## config.mk

```make
export PLATFORM = sky130hd
export DESIGN_NAME = uart_packet_link_controller
export DESIGN_NICKNAME = d
export VERILOG_FILES = /design/src/rtl/ulc_pkg.sv /design/src/rtl/ulc_framer.sv /design/src/rtl/ulc_link.sv /design/src/rtl/uart_packet_link_controller.sv
export SDC_FILE = /design/constraint.sdc
export NUM_CORES = 1
export LEC_CHECK = 0
export BUFFER_PORTS_ARGS = -buffer_cell sky130_fd_sc_hd__buf_2
export CORE_UTILIZATION = 26
export CTS_CLUSTER_DIAMETER = 50
export CTS_CLUSTER_SIZE = 20
export DETAILED_ROUTE_END_ITERATION = 8
export GPL_ROUTABILITY_DRIVEN = 0
export HOLD_SLACK_MARGIN = 0.06
export MAX_ROUTING_LAYER = met4
export PLACE_DENSITY = 0.43
export SLEW_MARGIN = 10
export SYNTH_ARGS = -nofsm -noshare
export SYNTH_HDL_FRONTEND = slang
export SYNTH_HIERARCHICAL = 1
export SYNTH_SLANG_ARGS = --single-unit
```

## constraint.sdc

```tcl
create_clock -name clk -period 5.3 [get_ports clk]
set_clock_uncertainty 0.1 [all_clocks]
set_input_delay 0.265 -clock clk [delete_from_list [all_inputs] [get_ports clk]]
set_output_delay 0.265 -clock clk [all_outputs]
set_load 0.01 [all_outputs]
```

## src/rtl/ulc_pkg.sv

```systemverilog
`default_nettype none

package ulc_pkg;

	// Bytes that the packet store can hold; later bytes only count towards the length.
	localparam int BUFFER_BYTES = 64;

	// Fixed positions and limits within a packet.
	localparam logic [7:0] POS_CMD      = 8'd0;
	localparam logic [7:0] POS_DATA0    = 8'd1;
	localparam logic [7:0] POS_SUM_LAST = 8'd61;
	localparam logic [7:0] POS_CHECK    = 8'd62;
	localparam logic [7:0] DLEN_KEYMAP  = 8'd62;
	localparam logic [7:0] CHUNK_COMMIT = 8'd16;
	localparam logic [7:0] VALUE_NONE   = 8'h00;

	typedef enum logic [1:0] {
		KIND_BYTE   = 2'd0,
		KIND_TICK   = 2'd1,
		KIND_SWITCH = 2'd2
	} kind_t;

	typedef enum logic [2:0] {
		EV_ACK_FAIL     = 3'd0,
		EV_KEYMAP_OK    = 3'd1,
		EV_LED          = 3'd2,
		EV_RESEND       = 3'd3,
		EV_LINK_LOST    = 3'd4,
		EV_LINK_UP      = 3'd5,
		EV_MODE_CHANGED = 3'd6
	} ev_t;

	typedef enum logic [1:0] {
		MODE_IDLE     = 2'd0,
		MODE_CHARGING = 2'd1,
		MODE_USB      = 2'd2,
		MODE_OVERRIDE = 2'd3
	} mode_t;

	typedef enum logic [2:0] {
		REG_CODE_PING     = 3'd0,
		REG_CODE_USB      = 3'd1,
		REG_CODE_FAIL     = 3'd2,
		REG_CODE_ACK      = 3'd3,
		REG_CODE_LED      = 3'd4,
		REG_CODE_CHARGING = 3'd5,
		REG_CODE_KEYMAP   = 3'd6
	} cfg_idx_t;

	typedef enum logic [2:0] {
		CLS_PING,
		CLS_USB,
		CLS_FAIL,
		CLS_ACK,
		CLS_LED,
		CLS_CHARGING,
		CLS_KEYMAP,
		CLS_NONE
	} cls_t;

	typedef struct packed {
		logic [7:0] ping;
		logic [7:0] usb;
		logic [7:0] fail;
		logic [7:0] ack;
		logic [7:0] led;
		logic [7:0] charging;
		logic [7:0] keymap;
	} codes_t;

	// A finished packet as seen by the link logic, final byte already folded in.
	typedef struct packed {
		logic       done;
		logic [7:0] len;
		logic [7:0] cmd;
		logic [7:0] d0;
		logic [7:0] check;
		logic [7:0] sum;
	} pkt_t;

	typedef struct packed {
		logic       valid;
		ev_t        ev;
		logic [7:0] value;
		logic       commit;
		mode_t      mode;
	} res_t;

endpackage

`default_nettype wire

```

## src/rtl/ulc_framer.sv

```systemverilog
`default_nettype none

module ulc_framer (
	input  wire logic          clk,
	input  wire logic          arst_n,
	input  wire logic          byte_en,
	input  wire logic [7:0]    rx_byte,
	output ulc_pkg::pkt_t      pkt
);
	import ulc_pkg::*;

	logic       in_packet_q;
	logic [7:0] len_q;
	logic [7:0] pos_q;
	logic [7:0] sum_q;
	logic [7:0] cmd_q;
	logic [7:0] d0_q;
	logic [7:0] check_q;

	logic [7:0] pos_inc;
	logic [7:0] sum_d;
	logic [7:0] cmd_d;
	logic [7:0] d0_d;
	logic [7:0] check_d;
	logic       done;

	// Only the command, the first data byte and the checksum byte are ever looked at,
	// so those three positions are all that is kept of the packet.
	always_comb begin
		pos_inc = pos_q + 8'd1;
		cmd_d   = (pos_q == POS_CMD) ? rx_byte : cmd_q;
		d0_d    = (pos_q == POS_DATA0) ? rx_byte : d0_q;
		check_d = (pos_q == POS_CHECK && 32'(POS_CHECK) < BUFFER_BYTES) ? rx_byte : check_q;
		sum_d   = (pos_q >= POS_DATA0 && pos_q <= POS_SUM_LAST) ? sum_q + rx_byte : sum_q;
		done    = byte_en && in_packet_q && (pos_inc >= len_q);
	end

	assign pkt = '{done: done, len: len_q, cmd: cmd_d, d0: d0_d, check: check_d, sum: sum_d};

	always_ff @(posedge clk or negedge arst_n) begin
		if (!arst_n) begin
			in_packet_q <= 1'b0;
			len_q       <= 8'd0;
			pos_q       <= 8'd0;
			sum_q       <= 8'd0;
		end else if (byte_en) begin
			if (!in_packet_q) begin
				len_q       <= rx_byte;
				pos_q       <= 8'd0;
				sum_q       <= 8'd0;
				in_packet_q <= 1'b1;
			end else begin
				pos_q <= pos_inc;
				sum_q <= sum_d;
				if (pos_inc >= len_q) begin
					in_packet_q <= 1'b0;
				end
			end
		end
	end

	always_ff @(posedge clk) begin
		if (byte_en && in_packet_q) begin
			cmd_q   <= cmd_d;
			d0_q    <= d0_d;
			check_q <= check_d;
		end
	end

endmodule

`default_nettype wire

```

## src/rtl/ulc_link.sv

```systemverilog
`default_nettype none

module ulc_link (
	input  wire logic           clk,
	input  wire logic           arst_n,
	input  wire logic           step,
	input  wire logic [1:0]     kind,
	input  wire logic           rx_pin_high,
	input  ulc_pkg::pkt_t       pkt,
	input  ulc_pkg::codes_t     codes,
	output ulc_pkg::res_t       res
);
	import ulc_pkg::*;

	mode_t mode_q;
	mode_t mode_d;
	logic  ping_q;
	logic  ping_d;
	cls_t  cls;
	logic  len_ok;
	logic [7:0] dlen;

	// Earlier codes win where registers share a value.
	always_comb begin
		if (pkt.cmd == codes.ping)          cls = CLS_PING;
		else if (pkt.cmd == codes.usb)      cls = CLS_USB;
		else if (pkt.cmd == codes.fail)     cls = CLS_FAIL;
		else if (pkt.cmd == codes.ack)      cls = CLS_ACK;
		else if (pkt.cmd == codes.led)      cls = CLS_LED;
		else if (pkt.cmd == codes.charging) cls = CLS_CHARGING;
		else if (pkt.cmd == codes.keymap)   cls = CLS_KEYMAP;
		else                                cls = CLS_NONE;
	end

	always_comb begin
		dlen = pkt.len - 8'd1;
		case (cls)
			CLS_PING, CLS_USB, CLS_FAIL, CLS_ACK: len_ok = (dlen == 8'd0);
			CLS_LED, CLS_CHARGING:                len_ok = (dlen == 8'd1);
			CLS_KEYMAP:                           len_ok = (dlen == DLEN_KEYMAP);
			default:                              len_ok = 1'b0;
		endcase
	end

	always_comb begin
		mode_d     = mode_q;
		ping_d     = ping_q;
		res.valid  = 1'b0;
		res.ev     = EV_ACK_FAIL;
		res.value  = VALUE_NONE;
		res.commit = 1'b0;
		unique case (kind_t'(kind))
			KIND_BYTE: begin
				if (pkt.done) begin
					if (!len_ok) begin
						res.valid = 1'b1;
					end else begin
						case (cls)
							CLS_USB: begin
								if (mode_q != MODE_OVERRIDE) mode_d = MODE_USB;
								ping_d = 1'b1;
							end
							CLS_PING, CLS_ACK: ping_d = 1'b1;
							CLS_KEYMAP: begin
								res.valid = 1'b1;
								if (pkt.sum == pkt.check) begin
									res.ev     = EV_KEYMAP_OK;
									res.value  = pkt.d0;
									res.commit = (pkt.d0 >= CHUNK_COMMIT);
								end
							end
							CLS_LED: begin
								res.valid = 1'b1;
								res.ev    = EV_LED;
								res.value = pkt.d0;
							end
							CLS_FAIL: begin
								res.valid = 1'b1;
								res.ev    = EV_RESEND;
							end
							default: ;
						endcase
					end
				end
			end
			KIND_TICK: begin
				if (mode_q != MODE_IDLE) begin
					ping_d = 1'b0;
					if (!ping_q) begin
						mode_d    = MODE_IDLE;
						res.valid = 1'b1;
						res.ev    = EV_LINK_LOST;
					end
				end else if (rx_pin_high) begin
					mode_d    = MODE_CHARGING;
					res.valid = 1'b1;
					res.ev    = EV_LINK_UP;
				end
			end
			KIND_SWITCH: begin
				if (mode_q == MODE_USB || mode_q == MODE_OVERRIDE) begin
					mode_d    = (mode_q == MODE_USB) ? MODE_OVERRIDE : MODE_USB;
					res.valid = 1'b1;
					res.ev    = EV_MODE_CHANGED;
				end
			end
			default: ;
		endcase
		res.mode = mode_d;
	end

	always_ff @(posedge clk or negedge arst_n) begin
		if (!arst_n) begin
			mode_q <= MODE_IDLE;
			ping_q <= 1'b0;
		end else if (step) begin
			mode_q <= mode_d;
			ping_q <= ping_d;
		end
	end

endmodule

`default_nettype wire

```

## src/rtl/uart_packet_link_controller.sv

```systemverilog
// Each request waits in the input register; its result is registered as it moves on.
// Throughput: one request per cycle, sustained while results are taken, whatever the mix.
// The figure is set by the single input register feeding the result register.
// Reset (arst_n low, asynchronous) empties both registers, leaves the link idle, clears
// framing and the watchdog, and loads the command codes with their default values.
// There is no clearing pass: the block takes requests from the first cycle after reset.
`default_nettype none

module uart_packet_link_controller (
	input  wire logic       clk,
	input  wire logic       arst_n,
	input  wire logic       cfg_wr_en,
	input  wire logic [2:0] cfg_index,
	input  wire logic [7:0] cfg_data,
	input  wire logic       in_valid,
	output logic            in_ready,
	input  wire logic [1:0] kind,
	input  wire logic [7:0] rx_byte,
	input  wire logic       rx_pin_high,
	output logic            out_valid,
	input  wire logic       out_ready,
	output logic [2:0]      event_res,
	output logic [7:0]      event_value,
	output logic            commit_keymap,
	output logic [1:0]      link_mode
);
	import ulc_pkg::*;

	// Command codes, written by the user only while idle; the block does not enforce it.
	codes_t codes_q;

	// Input register: holds one request while the framing and link logic work on it.
	logic       v_s1;
	logic [1:0] kind_s1;
	logic [7:0] byte_s1;
	logic       pin_s1;

	// Result register: the skid between the working logic and the output channel.
	logic       res_valid_q;
	res_t       res_q;

	logic       adv;
	logic       byte_en;
	pkt_t       pkt;
	res_t       res;

	// The staged request moves on once the result register is free or being emptied.
	// While a result waits unclaimed, a staged request is held and the input is refused.
	assign adv      = v_s1 && (!res_valid_q || out_ready);
	assign in_ready = !v_s1 || adv;
	assign byte_en  = adv && (kind_t'(kind_s1) == KIND_BYTE);

	always_ff @(posedge clk or negedge arst_n) begin
		if (!arst_n) begin
			codes_q <= '{ping: 8'd0, usb: 8'd1, fail: 8'd2, ack: 8'd3,
			             led: 8'd4, charging: 8'd5, keymap: 8'd6};
		end else if (cfg_wr_en) begin
			unique case (cfg_idx_t'(cfg_index))
				REG_CODE_PING:     codes_q.ping     <= cfg_data;
				REG_CODE_USB:      codes_q.usb      <= cfg_data;
				REG_CODE_FAIL:     codes_q.fail     <= cfg_data;
				REG_CODE_ACK:      codes_q.ack      <= cfg_data;
				REG_CODE_LED:      codes_q.led      <= cfg_data;
				REG_CODE_CHARGING: codes_q.charging <= cfg_data;
				REG_CODE_KEYMAP:   codes_q.keymap   <= cfg_data;
				default: ;
			endcase
		end
	end

	always_ff @(posedge clk or negedge arst_n) begin
		if (!arst_n) begin
			v_s1 <= 1'b0;
		end else if (in_ready) begin
			v_s1 <= in_valid;
		end
	end

	always_ff @(posedge clk) begin
		if (in_valid && in_ready) begin
			kind_s1 <= kind;
			byte_s1 <= rx_byte;
			pin_s1  <= rx_pin_high;
		end
	end

	ulc_framer u_framer (
		.clk     (clk),
		.arst_n  (arst_n),
		.byte_en (byte_en),
		.rx_byte (byte_s1),
		.pkt     (pkt)
	);

	ulc_link u_link (
		.clk         (clk),
		.arst_n      (arst_n),
		.step        (adv),
		.kind        (kind_s1),
		.rx_pin_high (pin_s1),
		.pkt         (pkt),
		.codes       (codes_q),
		.res         (res)
	);

	// A request that causes no result simply empties the slot when it moves on.
	always_ff @(posedge clk or negedge arst_n) begin
		if (!arst_n) begin
			res_valid_q <= 1'b0;
		end else if (adv) begin
			res_valid_q <= res.valid;
		end else if (out_ready) begin
			res_valid_q <= 1'b0;
		end
	end

	always_ff @(posedge clk) begin
		if (adv && res.valid) begin
			res_q <= res;
		end
	end

	assign out_valid     = res_valid_q;
	assign event_res     = res_q.ev;
	assign event_value   = res_q.value;
	assign commit_keymap = res_q.commit;
	assign link_mode     = res_q.mode;

	// A staged request with an unchanged result slot holding a waiting result must stay put.
	a_stall_holds: assert property (@(posedge clk) disable iff (!arst_n)
		v_s1 && res_valid_q && !out_ready |=> v_s1 && $stable(byte_s1) && $stable(kind_s1))
		else $error("staged request lost during output stall");

	// An empty input register always takes a new request.
	a_empty_ready: assert property (@(posedge clk) disable iff (!arst_n)
		!v_s1 |-> in_ready)
		else $error("input refused with empty stage");

	a_commit_keymap: assert property (@(posedge clk) disable iff (!arst_n)
		out_valid && commit_keymap |-> event_res == EV_KEYMAP_OK && event_value >= CHUNK_COMMIT)
		else $error("commit flag on a result that is not a committing chunk");

	a_lost_idle: assert property (@(posedge clk) disable iff (!arst_n)
		out_valid && event_res == EV_LINK_LOST |-> link_mode == MODE_IDLE)
		else $error("link lost reported with link not idle");

	a_up_charging: assert property (@(posedge clk) disable iff (!arst_n)
		out_valid && event_res == EV_LINK_UP |-> link_mode == MODE_CHARGING)
		else $error("link up reported outside charging mode");

endmodule

`default_nettype wire

```

==> metrics.cfg, run 1 <==
[outcome]
outcome = completed

[placed_design]
io_buffers = 42
hpwlAfterDp_um = 13200

[global_routing]
grt_max_degree = 50
grt_pass1_vias = 5055
grt_usage_pct = 13.8
grt_overflow_total = 0
antenna_found_initial = 0
grt_pass1_wl_um = 29300

[setup_path]
crit_type = reg -> reg
crit_top_cell = nand2_1
worstPathRequired_ns = 5.31
critical-path-max-stage-delay_ns = 0.62
setup.worst_path.end_class = flip-flop
slowest_stage = nor4_1
cp.arrival_ns = 4.26
crit_fanout = 14
crit_chain = nor4_4 > nand3_4 > mux2_2 > xor2_1 > nor4_1 > nand2_1 > a21bo_2 > a221oi_1 > o41ai_1 > a31oi_1 > or2_2 > nand2_1 > nor2_1 > buf_4
cp-start-kind = flip-flop

[power_and_ir_drop]
leakagePower_nw = 3.45
ir_drop_v = 0.000243
power.density_nw_per_um2 = 431
p_total_mw = 3.76

[drt]
drc = 0
ant_nets = 0
route.detailed.wl_per_inst_um = 17.2
drt_first_pass_iters = 4
num_vias = 4827
first_iter_violations = 266
totalWireLength_um = 18200
vias_per_cell = 4.57

[sta]
tightest_slew_ns = 0.758
slew_headroom_pct = 49.3
fin_setup_tns_ns = 0
fmax_mhz = 236
min_period_ns = 4.24
timing.hold.ws_ns = 0.0807
setup-violations-final = 0
hold_viol = 0
rsz0062_at_grt = false
period_share_pct = 80.1
maxSlewViolCount = 0

[logic_synthesis]
ys_seq_area_share_pct = 49.5
synth_nets = 656
synth_cell_types = 60
syn_avg_cell_area_sq_um = 12.2
ys.flop_type = dfrtp_1
async_flop_share_pct = 63.7
synth_area_sq_um = 7340
ys_ff_latch = 135
syn_inst = 603
yosysWarnings = 6
synth_edf_count = 49

[layout]
final_common_cell = mux2_2
final_cell_mix = mux2_2 (83), dfrtp_1 (77), edfxtp_1 (49)
n_fill_cell = 2862
nNetsFinal = 719
n_antenna_cell = 0
syn2layout_area_growth_pct = 18.8
final_layout_size_suffix_gt1_share_pct = 28.1

[worst_hold_path]
hold_class = in -> reg

[clock_tree]
clkLatencyLatePin_ns = 0.43
cts-buffers-inserted = 17
ctsLongestPathBuffers = 2
root_buffer = clkbuf_16
ctsResizeCount = 0
cts.sinks = 135
cts_tree = done
htreeDepth = 4
clk_pin_slew_ns = 0.06

[floorplan]
dieArea_sq_um = 28900
die_y_um = 170
io_pins = 43
start_util_pct = 26.4
die_x_um = 170
rows = 61
core_sq_um = 27800

[job]
cap_violations = 0

-- cell usage after synthesis, drive strengths merged, types with 5 or more instances --
cell / n / area (sq um)
dfrtp: 77 / 1930
nor3: 7 / 35.0
edfxtp: 49 / 1470
a21o: 8 / 60.1
mux2: 83 / 935
a21oi: 12 / 60.1
a22o: 9 / 78.8
dfstp: 9 / 236
xnor2: 33 / 289
nand2b: 8 / 50.1
nor2: 14 / 55.1
buf: 18 / 126
nand4: 9 / 56.3
nand2: 40 / 150
nand3: 14 / 82.6
nor4: 15 / 149
inv: 18 / 67.6
ha: 25 / 313
or2: 5 / 31.3
o21ai: 29 / 156
and2: 15 / 96.3
xor2: 45 / 394
-- cells by family (layout without fill, tap and decap cells) --
kind of cell / Yosys count / in the layout / synth area share (%)
XOR/XNOR: 78 / 78 / 9.31
adder cells (fa/ha/maj): 26 / 26 / 4.54
AO/OA/AOI/OAI: 94 / 94 / 8.88
buffers and inverters: 41 / 117 / 2.90
flip-flops: 135 / 135 / 49.5
multiplexers: 86 / 86 / 13.1
AND/OR/NAND/NOR: 143 / 143 / 11.7
-- report_power, final --
part | switching, mW | internal (mW) | total (mW)
sequential | 0.211 | 1.30 | 1.51
combinational | 0.534 | 0.494 | 1.03
clock | 0.532 | 0.686 | 1.22
-- stage by stage --
stage                     util [%]  setup slack (ns)  std cells  area (sq um)
final                         31.4              1.06       1057          8710
after floorplan                  -              1.13        603          7340
after detailed placement      28.6              1.03       1008          7940
after CTS                     31.4             0.989       1057          8710
after global placement        28.6              1.13       1008          7940
after global routing          31.4             0.673       1057          8710
-- sequential cells by signal, indices dropped and copies added, names as in the netlist, 2 cells and up --
name	count
byte_s1	8
codes_q	56
event_res	3
event_value	8
kind_s1	2
link_mode	2
u_framer/check_q	8
u_framer/cmd_q	8
u_framer/d0_q	8
u_framer/len_q	8
u_framer/pos_q	8
u_framer/sum_q	8
u_link/mode_q	2
-- metal layers --
metal	wire (um)	track usage, %
met4	208	3.49
met1	8960	18.5
met2	8610	21.4
met5	0	-
met3	398	2.74
-- worst max-delay path: cells and delay by family (launching register included) --
kind                      cells  cell delay, ns
AOI/OAI and AO/OA             4            0.86
xor gates and xnor gates      1            0.19
buffers and inverters         1            0.22
DFF                           1            0.47
muxes                         1            0.44
and+or+nand+nor               7            1.65
-- worst paths after layout --
check / from / endpoint / slack [ns] / cells past startpoint
min: cfg_data[2] / codes_q[26] / 0.08 / 2
min reg2reg: codes_q[20] / codes_q[20] / 0.43 / 1
max: u_framer/pos_q[3] / event_value[7] / 1.06 / 14
min in group asynchronous: arst_n / u_framer/sum_q[6] / 0.28 / 2
max reg2reg: u_framer/pos_q[3] / event_value[7] / 1.06 / 14
max in group asynchronous: arst_n / codes_q[44] / 3.78 / 3
-- area by class of cell --
class | instances | area [sq um] | share of cell area, %
clock inverter | 13 | 134 | 1.54
inverter | 19 | 71.3 | 0.818
timing repair buffer | 66 | 435 | 5.00
sequential | 135 | 3630 | 41.7
clock buffer | 19 | 475 | 5.46
tap | 378 | 473 | 5.43
multi-input combinational | 427 | 3490 | 40.1
-- what timing repair did --
item | in CTS | in global routing
endpoints found under the hold margin | 54 | 0
buffers inserted | 0 | 0
hold buffers | 17 | 0
No activity file was read; power rests on OpenSTA's default activity.
==> inputs of run 2 (changes only) <==
ABC_AREA = 1   (was default)
PLACE_DENSITY = 0.44   (was 0.43)
clock period = 3.8 ns   (was 5.3 ns; I/O delays follow)
==> run 2 against run 1 <==
  * Maximum frequency increased by 19%
  * Die area increased by 12%
  * Sequential power increased by 40%
  * Area after synthesis increased by 13%
  * Synthesized cell count increased by 76%
  * Sequential share of layout area decreased by 4.9 points
  * Register-to-register slack got worse by 0.82 ns
  * Final cell count increased by 48%
  * Hold slack improved by 0.017 ns
  * Non-clock buffer count increased by 31
  * Worst setup slack got worse by 0.82 ns
==> metrics.cfg, run 2 <==
[outcome]
outcome = completed

[power_and_ir_drop]
p_sw_mw = 2.97
p_clk_share_pct = 22.9
ir_drop_v = 0.000318
leakagePower_nw = 4.92
p_total_mw = 6.87
p_seq_share_pct = 30.8
switching_share_pct = 43.2
combinationalPowerShare_pct = 46.3
power.density_nw_per_um2 = 696
p_int_mw = 3.90

[layout]
top_register = codes_q
final_cell_mix = nand2_1 (439), inv_1 (125), dfrtp_1 (77)
syn2layout_area_growth_pct = 19.6
final_layout_size_suffix_gt1_share_pct = 18.6
n_fill_cell = 3357
design_area_sq_um = 9870
nNetsFinal = 1208
n_antenna_cell = 0
final_common_cell = nand2_1
final_core_util_pct = 31.9
largest_reg_flops = 56

[placed_design]
dpl_cell_area_sq_um = 8970
hpwlAfterDp_um = 17000
io_buffers = 42
post-place-ws_ns = 0.145

[global_routing]
grt_usage_pct = 15.2
grt_pass1_vias = 6367
grt_max_degree = 61
grt_pass1_wl_um = 36600
grt_overflow_total = 0
antenna_found_initial = 0

[clock_tree]
clkLatencyLatePin_ns = 0.44
cts-buffers-inserted = 17
ctsLongestPathBuffers = 2
htreeDepth = 4
cts_tree = done
clk_pin_slew_ns = 0.06
root_buffer = clkbuf_16
cts.sinks = 135

[setup_path]
slowest_stage = dfrtp_1
cp.arrival_ns = 3.66
cp-start-kind = flip-flop
r2r_start = u_framer/pos_q[1]
crit_chain = inv_2 > ha_2 > nand3_2 > nor2_4 > inv_4 > nand2_1 > o21ai_4 > buf_6 > buf_4 > xnor2_1 > nand2_1 > nor2_1 > nand2_1 > nand2_1 > nand4_1 > a21oi_1 > nand3_2 > nand2_4 > nand3_1 > a31o_2 > inv_1 > nor2_2 > buf_12
setup.worst_path.end_class = flip-flop
worstPathRequired_ns = 3.90
cp-startpoint = u_framer/pos_q[1]
crit_type = reg -> reg
critical-path-max-stage-delay_ns = 0.42
crit_top_cell = nand2_1
crit_fanout = 16

[logic_synthesis]
ys_seq_area_share_pct = 44.0
synthDominantCellAreaShare_pct = 23.3
ys.flop_type = dfrtp_1
ys_ff_latch = 135
yosys.area.top_type = dfrtp_1
synth_cell_types = 53
synth_nets = 1112
synth_edf_count = 49
async_flop_share_pct = 63.7
synth_area_sq_um = 8260
syn_avg_cell_area_sq_um = 7.80
yosysWarnings = 6
ys_top_cells_by_area = dfrtp_1 (23%), nand2_1 (20%), edfxtp_1 (18%)
syn_inst = 1059
ys_top_cells_by_count = nand2_1 (441), inv_1 (126), dfrtp_1 (77), nand3_1 (52), nor2_1 (50)
yosysMostFrequentCell = nand2_1

[drt]
totalWireLength_um = 23300
drt_first_pass_iters = 5
num_vias = 6793
vias_per_cell = 4.34
first_iter_violations = 483
drc = 0
ant_nets = 0
route.detailed.wl_per_inst_um = 14.9

[floorplan]
die_x_um = 180
rows = 64
start_util_pct = 26.7
dieArea_sq_um = 32500
io_pins = 43
die_y_um = 180
core_sq_um = 30900

[job]
cap_violations = 0

[sta]
fin_setup_tns_ns = 0
maxSlewViolCount = 0
rsz0062_at_grt = false
hold_viol = 0
tightest_slew_ns = 0.848
fmax_mhz = 281
min_period_ns = 3.56
setup-violations-final = 0
fin_ws_ns = 0.240
slew_headroom_pct = 43.5
period_share_pct = 93.7

[worst_hold_path]
hold_class = in -> reg
worstHoldStart = cfg_index[2]

## run 2: what timing repair did
action                     in CTS  in global routing
buffers inserted                0                  7
setup endpoints to repair       0                 22
resized for setup               0                 20
hold endpoints to repair      118                  0
hold buffers                   25                  0
## run 2: kinds of logic (layout without fill, tap and decap cells)
kind of cell / Yosys count / in the layout / share of synthesized area, %
AND/OR/NAND/NOR: 632 / 632 / 35.1
XOR/XNOR: 26 / 26 / 2.76
adder cells (fa/ha/maj): 26 / 26 / 4.03
AO/OA/AOI/OAI: 74 / 74 / 5.09
flip-flops: 135 / 135 / 44.0
buffers and inverters: 166 / 275 / 9.03
## run 2: worst paths after layout
kind,end,slack (ns),depth (start not counted)
worst min register to register,codes_q[18],0.37,2
worst min-delay path,codes_q[10],0.1,5
worst max-delay path,event_value[1],0.24,23
min in group asynchronous,u_framer/sum_q[1],0.31,2
worst max register to register,event_value[1],0.24,23
max in group asynchronous,codes_q[55],2.51,3
## run 2: metrics by stage
| stage | hold slack (ns) | instances |
|---|---|---|
| global placement | 0.263 | 1499 |
| global route | 0.117 | 1564 |
| CTS | 0.0843 | 1556 |
| finish | 0.0980 | 1564 |
| detailed placement | 0.255 | 1499 |
| floorplan | -0.206 | 1059 |
## run 2: power groups by stage
stage,Sequential (mW),Clock (mW),Combinational (mW)
after global routing,2.16,1.68,3.61
after CTS,2.12,1.62,3.07
after global placement,2.15,0,3.04
after floorplan,2.07,0,2.36
after detailed placement,2.15,0,3.04
final,2.12,1.57,3.18
## run 2: worst max-delay path: cells and delay by family (launching register included)
family	cells	cell delay, ns
adder cells (fa/ha/maj)	1	0.19
buffers and inverters	6	0.70
AO/OA/AOI/OAI	3	0.52
XOR/XNOR	1	0.14
AND/OR/NAND/NOR	12	1.24
flip-flops	1	0.42
## run 2: layout make-up
class                      instances  area (sq um)  share of cell area [%]
clock inverter                    15           119                    1.20
timing repair buffer              97           711                    7.20
tap                              396           495                    5.02
sequential                       135          3630                    36.8
clock buffer                      17           425                    4.31
inverter                         146           574                    5.82
multi-input combinational        758          3920                    39.6
## run 2: metal layers
layer | GRT usage [%] | share of wire, % | routed length (um) | vias to the layer above
met4 | 4.03 | 1.2 | 269 | 0
met2 | 23.5 | 46 | 10700 | 117
met3 | 2.65 | 3.7 | 863 | 19
li1 | - | - | - | 3512
met5 | - | 0 | 0 | -
met1 | 20.3 | 49 | 11500 | 3145
